<file path="src/sv/ovn_pkg.sv">
// Package for the octave value noise block: field widths, register indices,
// lattice hash constants and the sequencer state type. No dependencies.
package ovn_pkg;

  localparam int POSITION_W  = 24;
  localparam int NOISE_W     = 32;
  localparam int COUNT_W     = 5;
  localparam int PERSIST_W   = 17;
  localparam int CFG_DATA_W  = 17;
  localparam int CFG_INDEX_W = 4;

  localparam logic [CFG_INDEX_W-1:0] REG_OCTAVE_COUNT = CFG_INDEX_W'(0);
  localparam logic [CFG_INDEX_W-1:0] REG_PERSISTENCE  = CFG_INDEX_W'(1);

  localparam logic [COUNT_W-1:0]   OCTAVE_COUNT_RESET = COUNT_W'(8);
  localparam logic [PERSIST_W-1:0] PERSIST_RESET      = PERSIST_W'(32768);
  localparam logic [PERSIST_W-1:0] AMP_ONE            = PERSIST_W'(65536);

  // Lattice hash and value mapping.
  localparam int LATTICE_W = 32;
  localparam int HASH_SHIFT = 13;
  localparam logic [LATTICE_W-1:0] HASH_MUL_A  = 32'd15731;
  localparam logic [LATTICE_W-1:0] HASH_ADD_B  = 32'd789221;
  localparam logic [LATTICE_W-1:0] HASH_ADD_C  = 32'd1376312589;
  localparam logic [LATTICE_W-1:0] LATTICE_ONE = 32'h4000_0000;

  // Shared multiplier: signed operands, full product.
  localparam int MUL_W  = 33;
  localparam int PROD_W = 2 * MUL_W;
  localparam int SUM_W  = 34;
  localparam int TERM_SHIFT = 22;
  localparam int AMP_SHIFT  = 16;

  // Octave accumulator, wide enough for 32 octaves without wrap.
  localparam int TOTAL_W = 40;
  localparam logic signed [TOTAL_W-1:0] SAT_HI = {{(TOTAL_W-31){1'b0}}, {31{1'b1}}};
  localparam logic signed [TOTAL_W-1:0] SAT_LO = {{(TOTAL_W-31){1'b1}}, {31{1'b0}}};

  typedef enum logic [11:0] {
    ST_IDLE   = 12'b0000_0000_0001,
    ST_H_SQ   = 12'b0000_0000_0010,
    ST_H_MC   = 12'b0000_0000_0100,
    ST_H_MX   = 12'b0000_0000_1000,
    ST_H_FIN  = 12'b0000_0001_0000,
    ST_H_ACC  = 12'b0000_0010_0000,
    ST_L_DIFF = 12'b0000_0100_0000,
    ST_L_NORM = 12'b0000_1000_0000,
    ST_L_AMP  = 12'b0001_0000_0000,
    ST_L_SUM  = 12'b0010_0000_0000,
    ST_L_PERS = 12'b0100_0000_0000,
    ST_FINISH = 12'b1000_0000_0000
  } state_t;

endpackage

</file>
<file path="src/sv/octave_value_noise_1d_top.sv">
// Fractal 1D value noise: octave sum of smoothed, interpolated lattice noise.
// Depends on ovn_pkg for widths, register indices, hash constants and states.
//
//   Input channel (in_valid/in_ready/position) takes one Q8.16 position per
//   transfer; output channel (out_valid/out_ready/noise_value) returns one
//   signed Q8.24 sample per input, in order.
//   Configuration (cfg_we/cfg_index/cfg_data) sets octave_count (index 0) and
//   persistence (index 1); other indices are ignored. Write only while idle.
//   The octave count is clamped to MAX_OCTAVES, and a new position is taken
//   only once the previous one has been through every octave. Each octave
//   hashes four lattice points through the single 33x33 multiplier, then
//   uses the same multiplier for interpolation, weighting and the amplitude
//   update. With zero octaves the sequencer goes from idle straight to its
//   final step.
//   in_ready is high only while the sequencer is idle; a finished result sits
//   in the output register, so the next position can be taken while it waits.
//   If the receiver stalls and the previous result is still held, the
//   sequencer waits in its final step until the output register is free.
//   Reset clears out_valid, returns to idle and restores the register
//   defaults (8 octaves, persistence 0.5).
module octave_value_noise_1d_top
  import ovn_pkg::*;
#(
  parameter int MAX_OCTAVES   = 16,
  parameter int FRACTION_BITS = 16
) (
  input  logic                      clk,
  input  logic                      rst,
  input  logic                      cfg_we,
  input  logic [CFG_INDEX_W-1:0]    cfg_index,
  input  logic [CFG_DATA_W-1:0]     cfg_data,
  input  logic                      in_valid,
  output logic                      in_ready,
  input  logic [POSITION_W-1:0]     position,
  output logic                      out_valid,
  input  logic                      out_ready,
  output logic signed [NOISE_W-1:0] noise_value
);

  localparam int CNT_W = $clog2(MAX_OCTAVES + 1);
  localparam int SH_W  = FRACTION_BITS + LATTICE_W;

  state_t state;

  logic [COUNT_W-1:0]   octave_count;
  logic [PERSIST_W-1:0] persistence;

  logic [CNT_W-1:0]     oct_total;
  logic [CNT_W-1:0]     k;
  logic [1:0]           pt;
  logic [SH_W-1:0]      pos_sh;
  logic [PERSIST_W-1:0] amp;
  logic [LATTICE_W-1:0] xreg;
  logic signed [LATTICE_W-1:0] vreg;
  logic signed [SUM_W-1:0]     s_a;
  logic signed [SUM_W-1:0]     s_b;
  logic signed [MUL_W-1:0]     nreg;
  logic signed [TOTAL_W-1:0]   total;
  logic signed [PROD_W-1:0]    prod;

  logic [CNT_W-1:0]            count_eff;
  logic [PERSIST_W-1:0]        pers_eff;
  logic [LATTICE_W-1:0]        lat_i;
  logic [FRACTION_BITS-1:0]    frac;
  logic [LATTICE_W-1:0]        xi;
  logic [LATTICE_W-1:0]        x;
  logic [LATTICE_W-1:0]        hsum;
  logic signed [LATTICE_W-1:0] v_new;
  logic signed [SUM_W-1:0]     vext;
  logic signed [SUM_W-1:0]     v2;
  logic signed [LATTICE_W-1:0] sa_q;
  logic signed [LATTICE_W-1:0] sb_q;
  logic signed [MUL_W-1:0]     diff;
  logic signed [MUL_W-1:0]     frac_term;
  logic signed [TOTAL_W-1:0]   term;
  logic signed [MUL_W-1:0]     mul_a;
  logic signed [MUL_W-1:0]     mul_b;
  logic                        mul_en;
  logic [CNT_W-1:0]            k_inc;
  logic signed [NOISE_W-1:0]   sat_total;

  assign in_ready = (state == ST_IDLE);

  always_comb begin
    if (octave_count > MAX_OCTAVES) begin
      count_eff = CNT_W'(MAX_OCTAVES);
    end else begin
      count_eff = CNT_W'(octave_count);
    end
    if (persistence > AMP_ONE) begin
      pers_eff = AMP_ONE;
    end else begin
      pers_eff = persistence;
    end
  end

  // Lattice point pt of the current octave is i - 1 + pt.
  assign lat_i = pos_sh[FRACTION_BITS +: LATTICE_W];
  assign frac  = pos_sh[FRACTION_BITS-1:0];
  assign xi    = lat_i + {{(LATTICE_W-2){1'b0}}, pt} - LATTICE_W'(1);
  assign x     = xi ^ (xi << HASH_SHIFT);

  assign hsum  = prod[LATTICE_W-1:0] + HASH_ADD_C;
  assign v_new = signed'(LATTICE_ONE - {1'b0, hsum[LATTICE_W-2:0]});
  assign vext  = SUM_W'(vreg);
  assign v2    = vext <<< 1;

  // An arithmetic shift by two is the floor of the quarter-weighted sum.
  assign sa_q      = s_a[SUM_W-1:2];
  assign sb_q      = s_b[SUM_W-1:2];
  assign diff      = MUL_W'(sb_q) - MUL_W'(sa_q);
  assign frac_term = prod[FRACTION_BITS +: MUL_W];
  assign term      = prod[TERM_SHIFT +: TOTAL_W];
  assign k_inc     = k + CNT_W'(1);

  always_comb begin
    if (total > SAT_HI) begin
      sat_total = SAT_HI[NOISE_W-1:0];
    end else if (total < SAT_LO) begin
      sat_total = SAT_LO[NOISE_W-1:0];
    end else begin
      sat_total = total[NOISE_W-1:0];
    end
  end

  // Operand selection for the shared multiplier.
  always_comb begin
    mul_a  = '0;
    mul_b  = '0;
    mul_en = 1'b0;
    unique case (state)
      ST_H_SQ: begin
        mul_a  = {1'b0, x};
        mul_b  = {1'b0, x};
        mul_en = 1'b1;
      end
      ST_H_MC: begin
        mul_a  = {1'b0, prod[LATTICE_W-1:0]};
        mul_b  = {1'b0, HASH_MUL_A};
        mul_en = 1'b1;
      end
      ST_H_MX: begin
        mul_a  = {1'b0, prod[LATTICE_W-1:0] + HASH_ADD_B};
        mul_b  = {1'b0, xreg};
        mul_en = 1'b1;
      end
      ST_L_DIFF: begin
        mul_a  = diff;
        mul_b  = {{(MUL_W-FRACTION_BITS){1'b0}}, frac};
        mul_en = 1'b1;
      end
      ST_L_AMP: begin
        mul_a  = nreg;
        mul_b  = {{(MUL_W-PERSIST_W){1'b0}}, amp};
        mul_en = 1'b1;
      end
      ST_L_SUM: begin
        mul_a  = {{(MUL_W-PERSIST_W){1'b0}}, amp};
        mul_b  = {{(MUL_W-PERSIST_W){1'b0}}, pers_eff};
        mul_en = 1'b1;
      end
      default: begin
        mul_en = 1'b0;
      end
    endcase
  end

  always_ff @(posedge clk) begin
    if (mul_en) begin
      prod <= mul_a * mul_b;
    end
  end

  // Configuration registers.
  always_ff @(posedge clk) begin
    if (rst) begin
      octave_count <= OCTAVE_COUNT_RESET;
      persistence  <= PERSIST_RESET;
    end else if (cfg_we) begin
      if (cfg_index == REG_OCTAVE_COUNT) begin
        octave_count <= cfg_data[COUNT_W-1:0];
      end else if (cfg_index == REG_PERSISTENCE) begin
        persistence <= cfg_data[PERSIST_W-1:0];
      end
    end
  end

  // Datapath registers, no reset needed.
  always_ff @(posedge clk) begin
    unique case (state)
      ST_IDLE: begin
        pos_sh    <= SH_W'(position);
        oct_total <= count_eff;
        k         <= '0;
        pt        <= '0;
        amp       <= AMP_ONE;
        total     <= '0;
      end
      ST_H_SQ: begin
        xreg <= x;
      end
      ST_H_FIN: begin
        vreg <= v_new;
      end
      ST_H_ACC: begin
        // Point 0 is i-1, so it opens the left sum and clears the right one.
        case (pt)
          2'd0: begin
            s_a <= vext;
            s_b <= '0;
          end
          2'd1: begin
            s_a <= s_a + v2;
            s_b <= s_b + vext;
          end
          2'd2: begin
            s_a <= s_a + vext;
            s_b <= s_b + v2;
          end
          default: begin
            s_b <= s_b + vext;
          end
        endcase
        pt <= pt + 2'd1;
      end
      ST_L_NORM: begin
        nreg <= MUL_W'(sa_q) + frac_term;
      end
      ST_L_SUM: begin
        total <= total + term;
      end
      ST_L_PERS: begin
        amp    <= prod[AMP_SHIFT +: PERSIST_W];
        k      <= k_inc;
        pos_sh <= pos_sh << 1;
      end
      default: begin
        pt <= pt;
      end
    endcase
  end

  // Sequencer and output register.
  always_ff @(posedge clk) begin
    if (rst) begin
      state     <= ST_IDLE;
      out_valid <= 1'b0;
    end else begin
      // A finished result may replace the held one in the cycle that one leaves.
      if (state == ST_FINISH && (!out_valid || out_ready)) begin
        out_valid   <= 1'b1;
        noise_value <= sat_total;
      end else if (out_ready) begin
        out_valid <= 1'b0;
      end
      unique case (state)
        ST_IDLE: begin
          if (in_valid) begin
            state <= (count_eff == '0) ? ST_FINISH : ST_H_SQ;
          end
        end
        ST_H_SQ:   state <= ST_H_MC;
        ST_H_MC:   state <= ST_H_MX;
        ST_H_MX:   state <= ST_H_FIN;
        ST_H_FIN:  state <= ST_H_ACC;
        ST_H_ACC:  state <= (pt == 2'd3) ? ST_L_DIFF : ST_H_SQ;
        ST_L_DIFF: state <= ST_L_NORM;
        ST_L_NORM: state <= ST_L_AMP;
        ST_L_AMP:  state <= ST_L_SUM;
        ST_L_SUM:  state <= ST_L_PERS;
        ST_L_PERS: state <= (k_inc == oct_total) ? ST_FINISH : ST_H_SQ;
        ST_FINISH: begin
          if (!out_valid || out_ready) begin
            state <= ST_IDLE;
          end
        end
        default: state <= ST_IDLE;
      endcase
    end
  end

endmodule

</file>
<file path="config.mk">
export PLATFORM = sky130hd
export DESIGN_NAME = octave_value_noise_1d_top
export DESIGN_NICKNAME = d
export VERILOG_FILES = /design/src/sv/ovn_pkg.sv /design/src/sv/octave_value_noise_1d_top.sv
export SDC_FILE = /design/constraint.sdc
export NUM_CORES = 2
export LEC_CHECK = 0
export BUFFER_PORTS_ARGS = -buffer_cell sky130_fd_sc_hd__buf_2
export CAP_MARGIN = 0
export CORE_UTILIZATION = 67
export DETAILED_ROUTE_END_ITERATION = 10
export PLACE_DENSITY = 0.84
export SLEW_MARGIN = 15
export SYNTH_ARGS = -nofsm -noshare
export SYNTH_HDL_FRONTEND = slang
export SYNTH_SLANG_ARGS = --single-unit
</file>
<file path="constraint.sdc">
create_clock -name clk -period 15.6 [get_ports clk]
set_input_delay 3.9 -clock clk [delete_from_list [all_inputs] [get_ports clk]]
set_output_delay 3.9 -clock clk [all_outputs]
set_load 0.02 [all_outputs]
</file>
Yosys cells after proc, flatten, opt, wreduce, memory -nomap -nowiden
Cells that the tools add are included.
{"block": "word_totals", "reg_bits": 411, "output_inout_bits": 34, "inputBits": 50, "elab_cells": 96}
{"block": "op_classes", "n_addsub": 14, "muxes": 21, "eq_ne": 19, "magnitude_cmp": 4, "n_mul": 1, "bitwise_logic": 3, "n_reduce_logical": 17}
{"operator": "33-bit case mux with 6 select lines", "n": 1}
{"operator": "32-bit case mux with 6 select lines", "n": 1}
{"operator": "12-bit case mux with 12 select lines", "n": 1}
{"operator": "34-bit case mux with 3 select lines", "n": 1}
{"operator": "48-bit case mux with 2 select lines", "n": 1}
{"operator": "40-bit case mux with 2 select lines", "n": 1}
{"operator": "34-bit by 32-bit adder with 34-bit output", "n": 2}
{"operator": "34-bit by 33-bit adder with 34-bit output", "n": 2}
{"operator": "34-bit case mux with 2 select lines", "n": 1}
{"operator": "33-bit by 33-bit multiplier with 62-bit output", "n": 1}
{"operator": "12-bit two-way mux", "n": 4}
{"operator": "40-bit adder", "n": 1}
{"operator": "40-bit by 32-bit > comparator with 1-bit output (second input constant)", "n": 1}
{"operator": "40-bit by 32-bit < comparator with 1-bit output (second input constant)", "n": 1}
{"operator": "17-bit case mux with 2 select lines", "n": 1}
{"operator": "32-bit by 33-bit adder with 33-bit output", "n": 1}
{"operator": "32-bit by 32-bit subtractor with 33-bit output", "n": 1}
{"operator": "32-bit by 2-bit adder with 32-bit output", "n": 1}
{"operator": "32-bit by 20-bit adder with 32-bit output (second input constant)", "n": 1}
{"operator": "32-bit two-way mux", "n": 1}
{"operator": "31-bit by 31-bit subtractor with 32-bit output (first input constant)", "n": 1}
{"operator": "32-bit by 1-bit subtractor with 32-bit output (second input constant)", "n": 1}
{"operator": "32-bit XOR", "n": 1}
{"operator": "31-bit adder (second input constant)", "n": 1}
{"operator": "40 further kinds", "n": 50}

Longest topological paths before layout
{"block": "depth", "depth_word": 6, "ltp_mapped": 46, "mapped_depth_nobuf": 45}

Worst setup path before layout
No wires, ideal clock.
{"block": "synth_path", "path_kind": "register to register", "start": "register pt[1]", "end": "register prod[61], data pin", "setup_time_ns": 0.268, "setup_slack_ns": 5.069, "period_less_slack_ns": 10.531, "t_required_ns": 15.332, "path_buffers": 2, "path_stages_with_launch": 42, "t_arrival_ns": 10.263, "path_cell_list": "edfxtp_1 -> inv_1 -> ha_1 -> inv_1 -> ha_1 -> fa_1 -> a211oi_1 -> o21ai_1 -> o31ai_2 -> o21a_1 -> o21bai_1 -> a21oi_1 -> xnor2_1 -> xnor2_1 -> xnor2_1 -> and2_1 -> a21o_1 -> clkbuf_1 -> [6 not listed] -> fa_1 -> fa_1 -> fa_1 -> fa_1 -> fa_1 -> ha_1 -> a21o_1 -> a21o_1 -> a2111oi_0 -> o21a_1 -> o21ai_0 -> a221o_1 -> a41oi_1 -> nor3_1 -> nand4_1 -> nand3_1 -> o41ai_1 -> xnor2_1"}
{"block": "synth_between", "elab_chain_cells": 5, "word_cells_on_any_way": 6, "cone_classes": "2 x add/sub; 1 x mul; 2 x mux; 1 x bitwise"}
{"item": "from (decl)", "line_no": "octave_value_noise_1d_top.sv:50", "source": "logic [1:0] pt;"}
{"item": "from (signal assigned)", "line_no": "octave_value_noise_1d_top.sv:224", "source": "pt <= pt + 2'd1;"}
{"item": "from (signal assigned)", "line_no": "octave_value_noise_1d_top.sv:238", "source": "pt <= pt;"}
{"item": "32-bit by 2-bit adder with 32-bit output *", "line_no": "octave_value_noise_1d_top.sv:100", "source": "assign xi = lat_i + {{(LATTICE_W-2){1'b0}}, pt} - LATTICE_W'(1);"}
{"item": "32-bit by 1-bit subtractor with 32-bit output *", "line_no": "octave_value_noise_1d_top.sv:100"}
{"item": "32-bit XOR *", "line_no": "octave_value_noise_1d_top.sv:101", "source": "assign x = xi ^ (xi << HASH_SHIFT);"}
{"item": "via x[26]", "line_no": "octave_value_noise_1d_top.sv:66", "source": "logic [LATTICE_W-1:0] x;"}
{"item": "33-bit case mux with 6 select lines / 32-bit case mux with 6 select lines (equally long branches)", "line_no": "octave_value_noise_1d_top.sv:131", "source": "unique case (state)"}
{"item": "33-bit by 33-bit multiplier with 62-bit output *", "line_no": "octave_value_noise_1d_top.sv:170", "source": "prod <= mul_a * mul_b;"}
{"item": "to (signal assigned)", "line_no": "octave_value_noise_1d_top.sv:170"}
{"item": "to (decl)", "line_no": "octave_value_noise_1d_top.sv:59", "source": "logic signed [PROD_W-1:0] prod;"}
The timed path passes the listed nets; every way through them passes the cells marked *.
A chain may end at the register's enable or synchronous reset.

Worst setup path in the final report
{"block": "layout_path", "start": "register pt[0]", "end": "register prod[61], data pin"}
{"block": "layout_between", "elab_chain_cells": 5, "word_cells_on_any_way": 6, "cone_classes": "2 x add/sub; 1 x mul; 2 x mux; 1 x bitwise"}
{"item": "32-bit by 2-bit adder with 32-bit output *", "line_no": "octave_value_noise_1d_top.sv:100"}
{"item": "32-bit by 1-bit subtractor with 32-bit output *", "line_no": "octave_value_noise_1d_top.sv:100"}
{"item": "32-bit XOR *", "line_no": "octave_value_noise_1d_top.sv:101"}
{"item": "33-bit case mux with 6 select lines / 32-bit case mux with 6 select lines (equally long branches)", "line_no": "octave_value_noise_1d_top.sv:131"}
{"item": "33-bit by 33-bit multiplier with 62-bit output *", "line_no": "octave_value_noise_1d_top.sv:170"}
Mark *: on every way between the ends. The rest lies on a longest branch, timed or not.

==> impl_results.md <==
* EDFF count, synth at 376
* Ports at 84
* Final wirelength at 216100 um
* 1st-iter DRT viols at 6893
* Core ar. at ~100000 um2
* Post-synthesis xor/xnor area fraction at under 10%
* Util after Layout at 71.79%
* FF+latch area at roughly 12000 um2
* Fin. Hold Viols at 0
* Critical Path Max Stage Delay at 1040 ps
* First-pass GRT wire length at 328100 um
* Routed met1 length at 78480 um
* Die height at 315.9 um
* WL/cell at roughly 25 um
* DR vias/cell at 6.456
* Max_cap viols at 0
* Critical path class: register to register
* DR vias at 54892
* Achievable frequency at 77.77 MHz
* Remaining Overflow, GRT at 0
* Final worst-path cycle share at between 80 and 90%
* Most used DFF post-synth: edfxtp_1
* CP dominant cell by count: fa_1
* Setup repair bufs after CTS at 0
* Footprint of the multi-input gates at 48490 um2
* Clk_lat worst skew at 640 ps
* Critical Path AT at 13240 ps
* Synthesized area at between 60000 and 70000 um2
* Placed insts at 8410
* Initial Util at 67.97%
* Clock transition at the registers of the reported paths at roughly 70 ps
* Top-count cell post-synth: inv_1
* Worst Skew at around 44 ps
* Sink Count at slightly above 400
* Drc violations at 0
* Antenna violations before repair at 8
* Sequential-to-total area share from yosys stat at 18.16%
* Bufs and invs on worst path at 5
* Power Dens Cells at 107.6 nW/um2
* Worst rel slew slack at 8.232%
* Post-Synth Simple-Gate Area at 13.93%
* # fillers at 7186
* Top sig layer: met5
* Crit end category: register
* Adder-cell share of the synthesized area at about two fifths
* Post-synthesis compound-gate area fraction at 12.33%
* WP data required at about 16000 ps
* Num CTS Buffers at 47
* Port buffer count at 83
* Wire length on met2 at 89510 um
* Top delay family on crit path: adder cells
* Synth area leader: fa_1
* Status: finished clean
* HPWL after DPL at 165400 um
* Gpl congestion at 1.060
* # setup viols final at 0
* Synth top cells by count: inv_1 (1244), fa_1 (1078), nor2_1 (831), nand2_1 (767), ha_1 (456)
* Number of global-route vias before repair at 55755
* Asr flop ratio synth at 0%
* Fin nets at 8767
* Detail Route Antenna Nets at 0
* Synth-to-Final Area Change at 5.615%
* H-tree depth at 2
* Post-CTS Hold Fix Bufs at 0
* Slowest CP cell: nor3_1
* Yosys reg bits at between 400 and 500
* Rows at between 100 and 150
* Mux contribution to synthesized area at 0.1516%
* Resized cells post-CTS at 0
* Final Non-Filler Cells at between 8000 and 9000
* CTS root buffer: clkbuf_16
* Peak supply drop at 202.4 uV
* Routed met3 length at around 33000 um
* Drt pass-1 iters at 8
* Yosys cell types at between 90 and 100
* Cells after synthesis at between 7000 and 8000
* CTS tree: yes
* Type of origin of the critical path: register
* Main combinational cell family by area after synthesis: adder cells
* Avg Inst Size Synth at 9.148 um2
* Die area at 99800 um2
* Total Routing Usage GR at roughly 44%
* RSZ-0062 raised after global routing: false
* Static Leak at 33.15 nW
* Fin. max-slew vios at 0
* Worst min path class: register to register
* Synth top area share at 32.69%
* Horiz. Die Dim at 315.9 um
* Critical path peak fanout at 11
* Setup TNS at 0 ps
* Least-Margin Pin Slew at 1366 ps
* YS warnings at 0
* Synth top area cells: fa_1 (33%), edfxtp_1 (17%), ha_1 (8.6%)
* Largest net degree at the start of global routing at 66
* Ratio of cells with drive above 1 in the final layout at 5.026%
* Clock Tree Buf Depth at 3
* Final hold slack at about 490 ps
* Crit path time final at 12860 ps
## cells in the final DEF, fill, tap and decap left out, types with 57 or more instances in the layout
master,netlist,layout
buf_4,3,120
xor2_1,139,139
ha_1,456,456
nand3_1,80,80
xnor2_1,246,246
nor2_1,831,828
buf_2,41,83
fa_1,1078,1078
nand2b_1,83,83
nand2_1,767,763
a21o_1,235,234
inv_1,1244,1243
edfxtp_1,376,376
o21a_1,57,57
o21ai_0,172,170
and2_1,60,60
a21oi_1,324,320
## final timing paths
check	startpoint	end	slack, ps	cells after the start
max	pt[0]	prod[61]	2740	38
min	persistence[0]	persistence[0]	490	2
max reg2reg	pt[0]	prod[61]	2740	38
min reg2reg	persistence[0]	persistence[0]	490	2
## power breakdown
part | switching (mW) | internal (mW)
sequential | 0.172 | 1.62
clock | 0.518 | 0.704
combinational | 3.00 | 1.49
total | 3.69 | 3.82
## per-layer routing
metal | up-vias | track usage [%]
met1 | 26785 | 58.52
li1 | 23184 | -
met5 | - | 0
met2 | 4057 | 64.43
met4 | 10 | 24.30
met3 | 856 | 14.65
## worst reg2reg max path: cells and delay by family, from the launching register on
family	cells	cell delay (ps)
AOI/OAI and AO/OA	12	3980
xor gates and xnor gates	3	620
adders and majority gates	12	5360
buffers and inverters	5	420
DFF	1	440
and+or+nand+nor	6	1780
## sequential cells by signal (all words and copies together), names as in the netlist
name,cells
xreg,32
persistence,17
pt,2
total,40
state,12
s_a,34
k,5
s_b,34
oct_total,5
vreg,32
noise_value,32
out_valid,1
amp,17
octave_count,5
nreg,33
pos_sh,48
prod,62
## cell families (layout without fill, tap and decap cells)
family,Yosys count,after routing
buffers and inverters,1551,1536
AO/OA/AOI/OAI,1205,1205
flip-flops,411,411
other,2,26
adder cells (fa/ha/maj),1534,1534
multiplexers,10,10
AND/OR/NAND/NOR,2117,2117
XOR/XNOR,387,387
## stage by stage
stage | instance area, um2 | setup WS, ps | power (mW)
2_1_floorplan | 66100 | 5069 | 4.598
3_3_place_gp | 68060 | 3528 | 5.931
3_5_place_dp | 68060 | 3206 | 6.064
4_1_cts | 69710 | 3218 | 7.286
5_1_grt | 69720 | 2407 | 7.781
6_report | 69730 | 2741 | 7.502
## area by class of cell
cell class	count	area share, %
Clock inverter	30	0.5455
Tap cell	1276	2.290
Clock buffer	58	1.834
Multi-Input combinational cell	5275	69.53
Antenna cell	4	0.01435
Timing Repair Buffer	203	1.888
Sequential cell	411	17.20
Inverter	1245	6.702
No activity file was read; power rests on OpenSTA's default activity.
